## src/rtl/lkc_pkg.sv

```systemverilog
// lkc_pkg: shared constants, types and codes for the LRU keyed entry cache.
// Used by lkc_ctrl, lkc_dpath and lru_keyed_entry_cache. No dependencies.
`timescale 1ns / 1ps

package lkc_pkg;

  // Store geometry
  localparam int ENTRIES      = 16;
  localparam int CONN_ID_BITS = 8;
  localparam int KEY_W        = 64;
  localparam int SLOT_W       = $clog2(ENTRIES);
  localparam int RANK_W       = $clog2(ENTRIES);
  localparam int COUNT_W      = $clog2(ENTRIES + 1);
  localparam int CAP_W        = 5;
  localparam int CAP_RESET    = 16;
  localparam int STATUS_W     = 2;

  // Result status codes
  typedef enum logic [STATUS_W-1:0] {
    STAT_HIT    = 2'd0,
    STAT_INSERT = 2'd1,
    STAT_EVICT  = 2'd2,
    STAT_FAIL   = 2'd3
  } lkc_status_e;

  // Controller states
  typedef enum logic [1:0] {
    ST_IDLE,
    ST_LOOK,
    ST_COMMIT
  } lkc_state_e;

  // Commands from controller to datapath
  typedef struct packed {
    logic load_in;  // capture an input beat
    logic lookup;   // register tag compare and slot choices
    logic commit;   // update store and load result register
  } lkc_cmd_t;

endpackage

```

## src/rtl/lru_keyed_entry_cache.sv

```systemverilog
// lru_keyed_entry_cache: top level, joins controller and datapath.
// Depends on lkc_pkg, lkc_ctrl and lkc_dpath.
`timescale 1ns / 1ps

// Fully associative cache of 16 keyed entries with least recently used
// replacement. Each input beat looks up a 64-bit key: a hit refreshes the
// entry and returns its slot and connection id; a miss with prepare_ok set
// inserts the key (evicting the oldest entry once occupancy reaches the
// capacity register, clamped to 1..16); a miss without it reports failure.
// Each item is handled in a lookup step, the parallel tag compare and slot
// choice, and then a commit step, the store and recency update, which
// loads the result register. The next beat is taken in the commit cycle,
// while the previous result may still wait at the output.
// The store is empty after reset; no clearing pass is needed. Write the
// capacity register only while the block is idle.
module lru_keyed_entry_cache
  import lkc_pkg::*;
(
  input  logic                    clk_i,
  input  logic                    rst_ni,
  // configuration
  input  logic                    cfg_we_i,
  input  logic [CAP_W-1:0]        cfg_wdata_i,
  // input channel
  input  logic                    in_valid_i,
  output logic                    in_stall_o,
  input  logic [KEY_W-1:0]        key_i,
  input  logic                    prepare_ok_i,
  input  logic [CONN_ID_BITS-1:0] new_conn_id_i,
  // output channel
  output logic                    out_valid_o,
  input  logic                    out_stall_i,
  output logic [STATUS_W-1:0]     status_o,
  output logic [SLOT_W-1:0]       slot_o,
  output logic [CONN_ID_BITS-1:0] entry_conn_id_o,
  output logic [KEY_W-1:0]        evicted_key_o,
  output logic [COUNT_W-1:0]      occupancy_o
);

  lkc_cmd_t cmd;

  lkc_ctrl u_ctrl (
    .clk_i       (clk_i),
    .rst_ni      (rst_ni),
    .in_valid_i  (in_valid_i),
    .in_stall_o  (in_stall_o),
    .out_valid_o (out_valid_o),
    .out_stall_i (out_stall_i),
    .cmd_o       (cmd)
  );

  lkc_dpath u_dpath (
    .clk_i           (clk_i),
    .rst_ni          (rst_ni),
    .cmd_i           (cmd),
    .cfg_we_i        (cfg_we_i),
    .cfg_wdata_i     (cfg_wdata_i),
    .key_i           (key_i),
    .prepare_ok_i    (prepare_ok_i),
    .new_conn_id_i   (new_conn_id_i),
    .status_o        (status_o),
    .slot_o          (slot_o),
    .entry_conn_id_o (entry_conn_id_o),
    .evicted_key_o   (evicted_key_o),
    .occupancy_o     (occupancy_o)
  );

endmodule

```

## src/rtl/lkc_ctrl.sv

```systemverilog
// lkc_ctrl: sequencer for the LRU keyed entry cache (capture, lookup, commit).
// Depends on lkc_pkg; drives lkc_dpath through lkc_cmd_t.
`timescale 1ns / 1ps

module lkc_ctrl
  import lkc_pkg::*;
(
  input  logic     clk_i,
  input  logic     rst_ni,
  input  logic     in_valid_i,
  output logic     in_stall_o,
  output logic     out_valid_o,
  input  logic     out_stall_i,
  output lkc_cmd_t cmd_o
);

  lkc_state_e state_q, state_d;
  logic       out_valid_q, out_valid_d;
  logic       out_free;
  logic       in_accept;

  // Result register can take a new beat
  assign out_free    = !out_valid_q || !out_stall_i;
  assign in_stall_o  = !((state_q == ST_IDLE) || ((state_q == ST_COMMIT) && out_free));
  assign in_accept   = in_valid_i && !in_stall_o;
  assign out_valid_o = out_valid_q;

  // State and result-valid registers
  always_ff @(posedge clk_i or negedge rst_ni) begin
    if (!rst_ni) begin
      state_q     <= ST_IDLE;
      out_valid_q <= 1'b0;
    end else begin
      state_q     <= state_d;
      out_valid_q <= out_valid_d;
    end
  end

  // Next state and commands
  always_comb begin
    state_d        = state_q;
    cmd_o.load_in  = in_accept;
    cmd_o.lookup   = 1'b0;
    cmd_o.commit   = 1'b0;
    case (state_q)
      ST_IDLE: begin
        if (in_accept) state_d = ST_LOOK;
      end
      ST_LOOK: begin
        cmd_o.lookup = 1'b1;
        state_d      = ST_COMMIT;
      end
      ST_COMMIT: begin
        if (out_free) begin
          cmd_o.commit = 1'b1;
          state_d      = in_accept ? ST_LOOK : ST_IDLE;
        end
      end
      default: state_d = ST_IDLE;
    endcase
    out_valid_d = cmd_o.commit || (out_valid_q && out_stall_i);
  end

  // A commit never overwrites a result that is still held
  assert property (@(posedge clk_i) disable iff (!rst_ni)
    cmd_o.commit |-> (!out_valid_q || !out_stall_i))
    else $error("commit over a stalled result");

  // Lookup is always followed by the commit state
  assert property (@(posedge clk_i) disable iff (!rst_ni)
    (state_q == ST_LOOK) |=> (state_q == ST_COMMIT))
    else $error("lookup not followed by commit");

  // An accepted beat starts a lookup next cycle
  assert property (@(posedge clk_i) disable iff (!rst_ni)
    in_accept |=> (state_q == ST_LOOK))
    else $error("accepted beat did not start lookup");

endmodule

```

## src/rtl/lkc_dpath.sv

```systemverilog
// lkc_dpath: entry store, recency ranks, tag compare and result register.
// Depends on lkc_pkg; controlled by lkc_ctrl through lkc_cmd_t.
`timescale 1ns / 1ps

module lkc_dpath
  import lkc_pkg::*;
(
  input  logic                    clk_i,
  input  logic                    rst_ni,
  input  lkc_cmd_t                cmd_i,
  input  logic                    cfg_we_i,
  input  logic [CAP_W-1:0]        cfg_wdata_i,
  input  logic [KEY_W-1:0]        key_i,
  input  logic                    prepare_ok_i,
  input  logic [CONN_ID_BITS-1:0] new_conn_id_i,
  output logic [STATUS_W-1:0]     status_o,
  output logic [SLOT_W-1:0]       slot_o,
  output logic [CONN_ID_BITS-1:0] entry_conn_id_o,
  output logic [KEY_W-1:0]        evicted_key_o,
  output logic [COUNT_W-1:0]      occupancy_o
);

  // Entry store
  logic [KEY_W-1:0]        keys_q  [ENTRIES];
  logic [CONN_ID_BITS-1:0] conns_q [ENTRIES];
  logic [RANK_W-1:0]       rank_q  [ENTRIES];
  logic [RANK_W-1:0]       rank_d  [ENTRIES];
  logic [ENTRIES-1:0]      valid_q, valid_d;
  logic [COUNT_W-1:0]      count_q, count_d;
  logic [CAP_W-1:0]        cap_q;

  // Captured beat
  logic [KEY_W-1:0]        key_q;
  logic                    ok_q;
  logic [CONN_ID_BITS-1:0] conn_in_q;

  // Lookup results
  logic              hit_q, full_q;
  logic [SLOT_W-1:0] hit_slot_q, victim_slot_q, free_slot_q;

  // Result register
  lkc_status_e             out_status_q;
  logic [SLOT_W-1:0]       out_slot_q;
  logic [CONN_ID_BITS-1:0] out_conn_q;
  logic [KEY_W-1:0]        out_evict_q;
  logic [COUNT_W-1:0]      out_occ_q;

  // Lookup combinational signals
  logic [ENTRIES-1:0] match, victim_oh;
  logic [SLOT_W-1:0]  hit_slot, victim_slot, free_slot;
  logic [RANK_W-1:0]  oldest_rank;
  logic [COUNT_W-1:0] eff_cap;

  // Commit combinational signals
  logic              insert;
  logic [SLOT_W-1:0] tgt_slot;
  logic [RANK_W-1:0] hit_rank;
  lkc_status_e       status_d;

  // Capacity clamp to 1 .. ENTRIES
  always_comb begin
    if (cap_q == '0) begin
      eff_cap = COUNT_W'(1);
    end else if (COUNT_W'(cap_q) > COUNT_W'(ENTRIES)) begin
      eff_cap = COUNT_W'(ENTRIES);
    end else begin
      eff_cap = COUNT_W'(cap_q);
    end
  end

  // Tag compare, oldest entry, lowest free slot
  assign oldest_rank = RANK_W'(count_q - COUNT_W'(1));
  always_comb begin
    hit_slot    = '0;
    victim_slot = '0;
    free_slot   = '0;
    for (int i = 0; i < ENTRIES; i++) begin
      match[i]     = valid_q[i] && (keys_q[i] == key_q);
      victim_oh[i] = valid_q[i] && (rank_q[i] == oldest_rank);
      if (match[i])     hit_slot    = hit_slot    | SLOT_W'(i);
      if (victim_oh[i]) victim_slot = victim_slot | SLOT_W'(i);
    end
    for (int i = ENTRIES - 1; i >= 0; i--) begin
      if (!valid_q[i]) free_slot = SLOT_W'(i);
    end
  end

  // Commit: recency update, insert, result
  assign insert   = !hit_q && ok_q;
  assign tgt_slot = hit_q ? hit_slot_q : (full_q ? victim_slot_q : free_slot_q);
  assign hit_rank = rank_q[hit_slot_q];

  always_comb begin
    valid_d = valid_q;
    count_d = count_q;
    for (int i = 0; i < ENTRIES; i++) begin
      rank_d[i] = rank_q[i];
      if (hit_q) begin
        if (SLOT_W'(i) == hit_slot_q) begin
          rank_d[i] = '0;
        end else if (valid_q[i] && (rank_q[i] < hit_rank)) begin
          rank_d[i] = RANK_W'(rank_q[i] + 1'b1);
        end
      end else if (insert) begin
        if (SLOT_W'(i) == tgt_slot) begin
          rank_d[i] = '0;
        end else if (valid_q[i]) begin
          rank_d[i] = RANK_W'(rank_q[i] + 1'b1);
        end
      end
    end
    if (insert) begin
      valid_d[tgt_slot] = 1'b1;
      if (!full_q) count_d = COUNT_W'(count_q + 1'b1);
    end
    if (hit_q) begin
      status_d = STAT_HIT;
    end else if (!ok_q) begin
      status_d = STAT_FAIL;
    end else if (full_q) begin
      status_d = STAT_EVICT;
    end else begin
      status_d = STAT_INSERT;
    end
  end

  // Control-side registers
  always_ff @(posedge clk_i or negedge rst_ni) begin
    if (!rst_ni) begin
      valid_q <= '0;
      count_q <= '0;
      cap_q   <= CAP_W'(CAP_RESET);
      for (int i = 0; i < ENTRIES; i++) rank_q[i] <= '0;
    end else begin
      if (cfg_we_i) cap_q <= cfg_wdata_i;
      if (cmd_i.commit) begin
        valid_q <= valid_d;
        count_q <= count_d;
        for (int i = 0; i < ENTRIES; i++) rank_q[i] <= rank_d[i];
      end
    end
  end

  // Payload registers: beat capture, lookup results, store, result
  always_ff @(posedge clk_i) begin
    if (cmd_i.load_in) begin
      key_q     <= key_i;
      ok_q      <= prepare_ok_i;
      conn_in_q <= new_conn_id_i;
    end
    if (cmd_i.lookup) begin
      hit_q         <= |match;
      hit_slot_q    <= hit_slot;
      victim_slot_q <= victim_slot;
      free_slot_q   <= free_slot;
      full_q        <= (count_q >= eff_cap);
    end
    if (cmd_i.commit) begin
      if (insert) begin
        keys_q[tgt_slot]  <= key_q;
        conns_q[tgt_slot] <= conn_in_q;
      end
      out_status_q <= status_d;
      out_slot_q   <= (hit_q || ok_q) ? tgt_slot : '0;
      out_conn_q   <= hit_q ? conns_q[hit_slot_q] : (ok_q ? conn_in_q : '0);
      out_evict_q  <= (insert && full_q) ? keys_q[victim_slot_q] : '0;
      out_occ_q    <= count_d;
    end
  end

  assign status_o        = out_status_q;
  assign slot_o          = out_slot_q;
  assign entry_conn_id_o = out_conn_q;
  assign evicted_key_o   = out_evict_q;
  assign occupancy_o     = out_occ_q;

  // Fill count tracks the valid bits
  assert property (@(posedge clk_i) disable iff (!rst_ni)
    int'(count_q) == $countones(valid_q))
    else $error("fill count out of step with valid bits");

  // Keys of valid entries are unique
  assert property (@(posedge clk_i) disable iff (!rst_ni)
    cmd_i.lookup |-> $onehot0(match))
    else $error("duplicate key in store");

  // Fill count never passes the store size
  assert property (@(posedge clk_i) disable iff (!rst_ni)
    count_q <= COUNT_W'(ENTRIES))
    else $error("fill count above store size");

endmodule

```

## config.mk

```make
export PLATFORM = sky130hd
export DESIGN_NAME = lru_keyed_entry_cache
export DESIGN_NICKNAME = d
export VERILOG_FILES = /design/src/rtl/lkc_pkg.sv /design/src/rtl/lru_keyed_entry_cache.sv /design/src/rtl/lkc_ctrl.sv /design/src/rtl/lkc_dpath.sv
export SDC_FILE = /design/constraint.sdc
export NUM_CORES = 2
export LEC_CHECK = 0
export BUFFER_PORTS_ARGS = -buffer_cell sky130_fd_sc_hd__buf_2
export CORE_MARGIN = 2
export CORE_UTILIZATION = 40
export CTS_CLUSTER_DIAMETER = 120
export DETAILED_ROUTE_END_ITERATION = 8
export HOLD_SLACK_MARGIN = 0.03
export PLACE_DENSITY = 0.55
export SKIP_LAST_GASP = 1
export SLEW_MARGIN = 20
export SYNTH_ARGS = -nofsm -noshare
export SYNTH_HDL_FRONTEND = slang
export SYNTH_SLANG_ARGS = --single-unit
```

## constraint.sdc

```tcl
create_clock -name clk_i -period 10.3 [get_ports clk_i]
set_input_delay 2.06 -clock clk_i [delete_from_list [all_inputs] [get_ports clk_i]]
set_output_delay 2.06 -clock clk_i [all_outputs]
set_load 0.05 [all_outputs]
```

==> run summary <==
In the synthesized netlist, the number of instances is 4408. Global routing consumed, over all layers together, between 40% and 50% of the routing resources. The number of top-level pins is between 150 and 200. The worst hold path belongs to the class flop to flop. The stage delay of the slowest cell on the critical path is 1030 ps.

Combinational logic is responsible for between 20% and 30% of the overall power. The number of buffers between clock root and the deepest sink is 3. The total non-filler cell area in the finished layout came out at 78400 sq um.

The total negative setup slack came out at 0 ps. The number of endpoints with negative hold slack in the final report is 0. The number of nets handed over by synthesis was 4562. The placeable core region is ~170000 sq um. Dividing total power by cell area gives a power density of 213 nW/um^2. Summed over all instances, the cell type with the most area after synthesis is sky130_fd_sc_hd__edfxtp_1.

The overall routed net length is 389 mm. The number of design-rule violations left by the first detailed-router iteration is around 9000. The number of rows in the core area came out at 152. The largest net degree at the start of global routing is roughly 110.

The flow ran to the end, and the final reports show no timing, DRC or antenna violations. The net count reported at finish came out at 4843. The number of flip-flops and latches in the synthesized netlist is 1415.

The static leakage power came out at 25.5 nW. The die height is 419 um. The number of CTS-inserted buffers is 162. The share of cells above drive strength 1 is 22.3%. The area share of the largest cell type after synthesis came out at 57.8%.

The number of enable flip-flop cells after synthesis came out at 1322. The placed instances occupy a cell area of between 70000 and 80000 sq um. The final weighted congestion in routability-driven placement is between 1 and 1.5. The via density per instance is 6.89. Cell internal power was estimated by the tool at 11.3 mW.

The hold buffer count at CTS came out at 0. The clock sink count is 1415. The die footprint came out at 175000 sq um.

The post-detailed-route wirelength per cell is 55.0 um. The clock insertion delay at the later pin of the skew report came out at roughly 860 ps. For this design, the slowest cell found on the critical path is sky130_fd_sc_hd__nor3b_1. Setup repair after global routing left no endpoint under its margin. Each instance of the synthesized netlist takes up on average about 16 sq um.

The clock skew after layout is 32.3 ps. Ranked by total cell area, the synthesized netlist is headed by sky130_fd_sc_hd__edfxtp_1 (58%), sky130_fd_sc_hd__mux4_2 (12%), sky130_fd_sc_hd__xnor2_1 (6.3%). Detailed placement ended at an HPWL of between 200 and 300 mm. The library cell used most frequently in the layout, excluding fill and tap cells, is sky130_fd_sc_hd__edfxtp_1. For this run, the number of standard cells in the final layout without fillers is ~7100. The effective utilization at floorplan came out at 40.2%.

Of all nets on the critical path, the largest fanout is 32. The switching power share of the total came out at 32.6%. The die boundary width came out at 419 um. The final worst-path cycle share came out at 48.1%. Input and output buffers added on the ports amount to 167. In the synthesized netlist the async set-or-reset flop fraction comes to between 6 and 7%. The area growth from synthesis to layout is 14.1%.

The TritonCTS clock tree is built. STA classifies the critical path endpoint as a flop. The CTS clock-pin slew for the worst setup and hold paths came out at 60 ps. For this design the total switching power over the nets is 5.46 mW. The most used flip-flop cell after synthesis is sky130_fd_sc_hd__edfxtp_1.

The maximum vdd drop came out at between 0.15 and 0.2 mV. The number of antenna violations at the first check in global routing came out at 76. For the finished layout, the period the worst path requires is 4960 ps. In this run the tightest slew margin relative to its limit is 9.06%. The remaining global-route overflow is 0. In this run the cell area of the synthesized design comes to 68700 sq um. Based on the critical path, the design can be clocked at up to 0.202 GHz. The signal on the critical path passes through buf_4 > xnor2_1 > nand4_1 > nor4_1 > nand3_1 > nor3b_1 > a2111oi_0 > nand4_1. CTS placed an instance of sky130_fd_sc_hd__clkbuf_16 at the clock tree root. The number of search-and-repair iterations in the first detailed-routing pass is 7.

The number of global-route vias before repair came to ~45000. The max-slew violation count is 0. Once the clock tree was built, the setup fixing pass inserted 0 buffers. The arrival time at the worst endpoint came out at 5670 ps. The buffering stage count on the worst path with inverters included is 1. The share of total power in the clock network is 34.2%.

After detailed routing, the number of remaining DRC violations is 0. The portion of total power attributed to sequential cells came out at 40.4%. In the layout the commonest cells are sky130_fd_sc_hd__edfxtp_1 (1322), sky130_fd_sc_hd__xnor2_1 (477), sky130_fd_sc_hd__mux4_2 (379), sky130_fd_sc_hd__xor2_1 (302), sky130_fd_sc_hd__buf_4 (201).

The distinct cell type count of the synthesized netlist came out at 76. The final-report setup violation count came out at 0. The via count is 48800. The category of the critical setup timing path is flop to flop.

The total chip power is 16.7 mW. For the pin with the worst max-slew slack, the measured transition is 1350 ps. Once placement completed, the tool counted placed cells totaling 6757. In this design, the largest share of critical-path delay is due to simple AND/OR/NAND/NOR gates. The number of H-tree levels is 4. The reported max-cap violation count is 0. The data required time at the worst endpoint is 11010 ps. The number of resized instances in the post-cts repair step is 0.

The final antenna-violating net count is 0. The cell that appears most often on the critical path is sky130_fd_sc_hd__nand4_1. The post-route core utilization came out at between 40% and 50%.

The global-route wire length before repair is 491 mm. The part of the Yosys area used for sequential elements came out at 61.2%. The count of synthesis-stage warnings from yosys came out at 0. The worst setup path is launched from a flop.
-- power groups by stage --
stage	combinational, mW	sequential, mW	clock, mW
after CTS	4.16	6.75	5.74
after detailed placement	4.14	6.87	0
final	4.25	6.76	5.72
after floorplan	2.43	6.86	0
after global placement	4.15	6.87	0
after global routing	4.34	6.77	5.93
-- synthesized netlist by cell type (6+ instances only) --
master                      instances
sky130_fd_sc_hd__a221oi_1          29
sky130_fd_sc_hd__nand2_1          108
sky130_fd_sc_hd__dfrtp_1           92
sky130_fd_sc_hd__edfxtp_1        1322
sky130_fd_sc_hd__nor2b_1           80
sky130_fd_sc_hd__and2_1            11
sky130_fd_sc_hd__nand4_1          168
sky130_fd_sc_hd__xnor2_1          495
sky130_fd_sc_hd__clkbuf_1         122
sky130_fd_sc_hd__inv_1            133
sky130_fd_sc_hd__o31ai_1           22
sky130_fd_sc_hd__o21a_1            19
sky130_fd_sc_hd__a211o_1            9
sky130_fd_sc_hd__nand3_1           40
sky130_fd_sc_hd__o2111ai_1         36
sky130_fd_sc_hd__buf_2            106
sky130_fd_sc_hd__o22ai_1           67
sky130_fd_sc_hd__nor4_1           124
sky130_fd_sc_hd__a211oi_2          10
sky130_fd_sc_hd__nor3_1            40
sky130_fd_sc_hd__a22oi_1           24
sky130_fd_sc_hd__mux4_2           379
sky130_fd_sc_hd__nand2b_1         120
sky130_fd_sc_hd__or2_2             14
sky130_fd_sc_hd__buf_1             19
sky130_fd_sc_hd__and3_1             7
sky130_fd_sc_hd__a211oi_1          15
sky130_fd_sc_hd__nor2_1            77
sky130_fd_sc_hd__a21oi_1           24
sky130_fd_sc_hd__a22o_1            35
sky130_fd_sc_hd__o221ai_1          17
sky130_fd_sc_hd__mux2i_1            6
sky130_fd_sc_hd__o2bb2ai_1         70
sky130_fd_sc_hd__o21ai_0           86
sky130_fd_sc_hd__xor2_1           311
sky130_fd_sc_hd__o21ai_1            9
sky130_fd_sc_hd__ha_1              71
-- registers in the layout, summed over array words and instances (netlist names), 2 cells and up --
signal	flops
u_dpath.slot_o	4
u_dpath.key_q	64
u_dpath.free_slot_q	4
u_dpath.entry_conn_id_o	8
u_dpath.cap_q	5
u_dpath.status_o	2
u_dpath.victim_slot_q	4
u_dpath.evicted_key_o	64
u_dpath.hit_slot_q	4
u_dpath.conns_q	128
u_dpath.conn_in_q	8
u_dpath.keys_q	1024
u_dpath.rank_q	64
u_dpath.valid_q	16
u_dpath.occupancy_o	5
u_dpath.count_q	5
u_ctrl.state_q	2
-- through the flow --
stage          hold slack, ps  setup WS (ps)
3_3_place_gp              437           5020
2_1_floorplan             470            628
5_1_grt                   473           5200
6_report                  451           5340
4_1_cts                   455           5450
3_5_place_dp              441           5040
-- routing by layer --
metal | wire (um) | global-route usage [%] | up-vias | share of wire, %
li1 | - | - | 18000 | -
met1 | 150000 | 58.8 | 26200 | 38
met2 | 161000 | 61.6 | 3821 | 41
met3 | 48100 | 15.0 | 767 | 12
met4 | 30400 | 28.5 | 28 | 7.8
met5 | 264 | 0 | - | 0.068
-- area by class of cell --
cell class,count,area (sq um)
Antenna cell,29,72.6
Clock buffer,217,4380
Clock inverter,79,659
Fill cell,15100,92700
Inverter,138,523
Multi-Input combinational cell,2602,25600
Sequential cell,1415,42000
Tap cell,2233,2790
Timing Repair Buffer,370,2410
-- cells by family (layout without fill, tap and decap cells) --
group	after synthesis	count (layout)	share of synthesized area, %
other cells	0	29	0
xor+xnor	806	806	10.3
mux	391	391	12.6
fa+ha+maj	71	71	1.29
flops	1415	1415	61.2
buf+inv	391	804	2.38
compound gates	518	518	5.62
simple gates	816	816	6.67
-- worst reg2reg max path: stages (launching register included) --
cell and delay [ps]:
sky130_fd_sc_hd__edfxtp_1 360, sky130_fd_sc_hd__buf_4 290, sky130_fd_sc_hd__xnor2_1 860, sky130_fd_sc_hd__nand4_1 610
sky130_fd_sc_hd__nor4_1 1010, sky130_fd_sc_hd__nand3_1 180, sky130_fd_sc_hd__nor3b_1 1030, sky130_fd_sc_hd__a2111oi_0 330
sky130_fd_sc_hd__nand4_1 160
-- final timing paths --
path / start / endpoint / slack (ps) / depth (start not counted)
min: u_dpath.key_q[62] / u_dpath.keys_q[11][62] / 450 / 0
max reg2reg: u_dpath.key_q[33] / u_dpath.hit_q / 5340 / 8
min in group asynchronous: rst_ni / u_dpath.count_q[3] / 1250 / 1
min reg2reg: u_dpath.key_q[62] / u_dpath.keys_q[11][62] / 450 / 0
max: u_dpath.key_q[33] / u_dpath.hit_q / 5340 / 8
max in group asynchronous: rst_ni / u_dpath.valid_q[5] / 7840 / 2
Power figures use the tool's default switching activity.
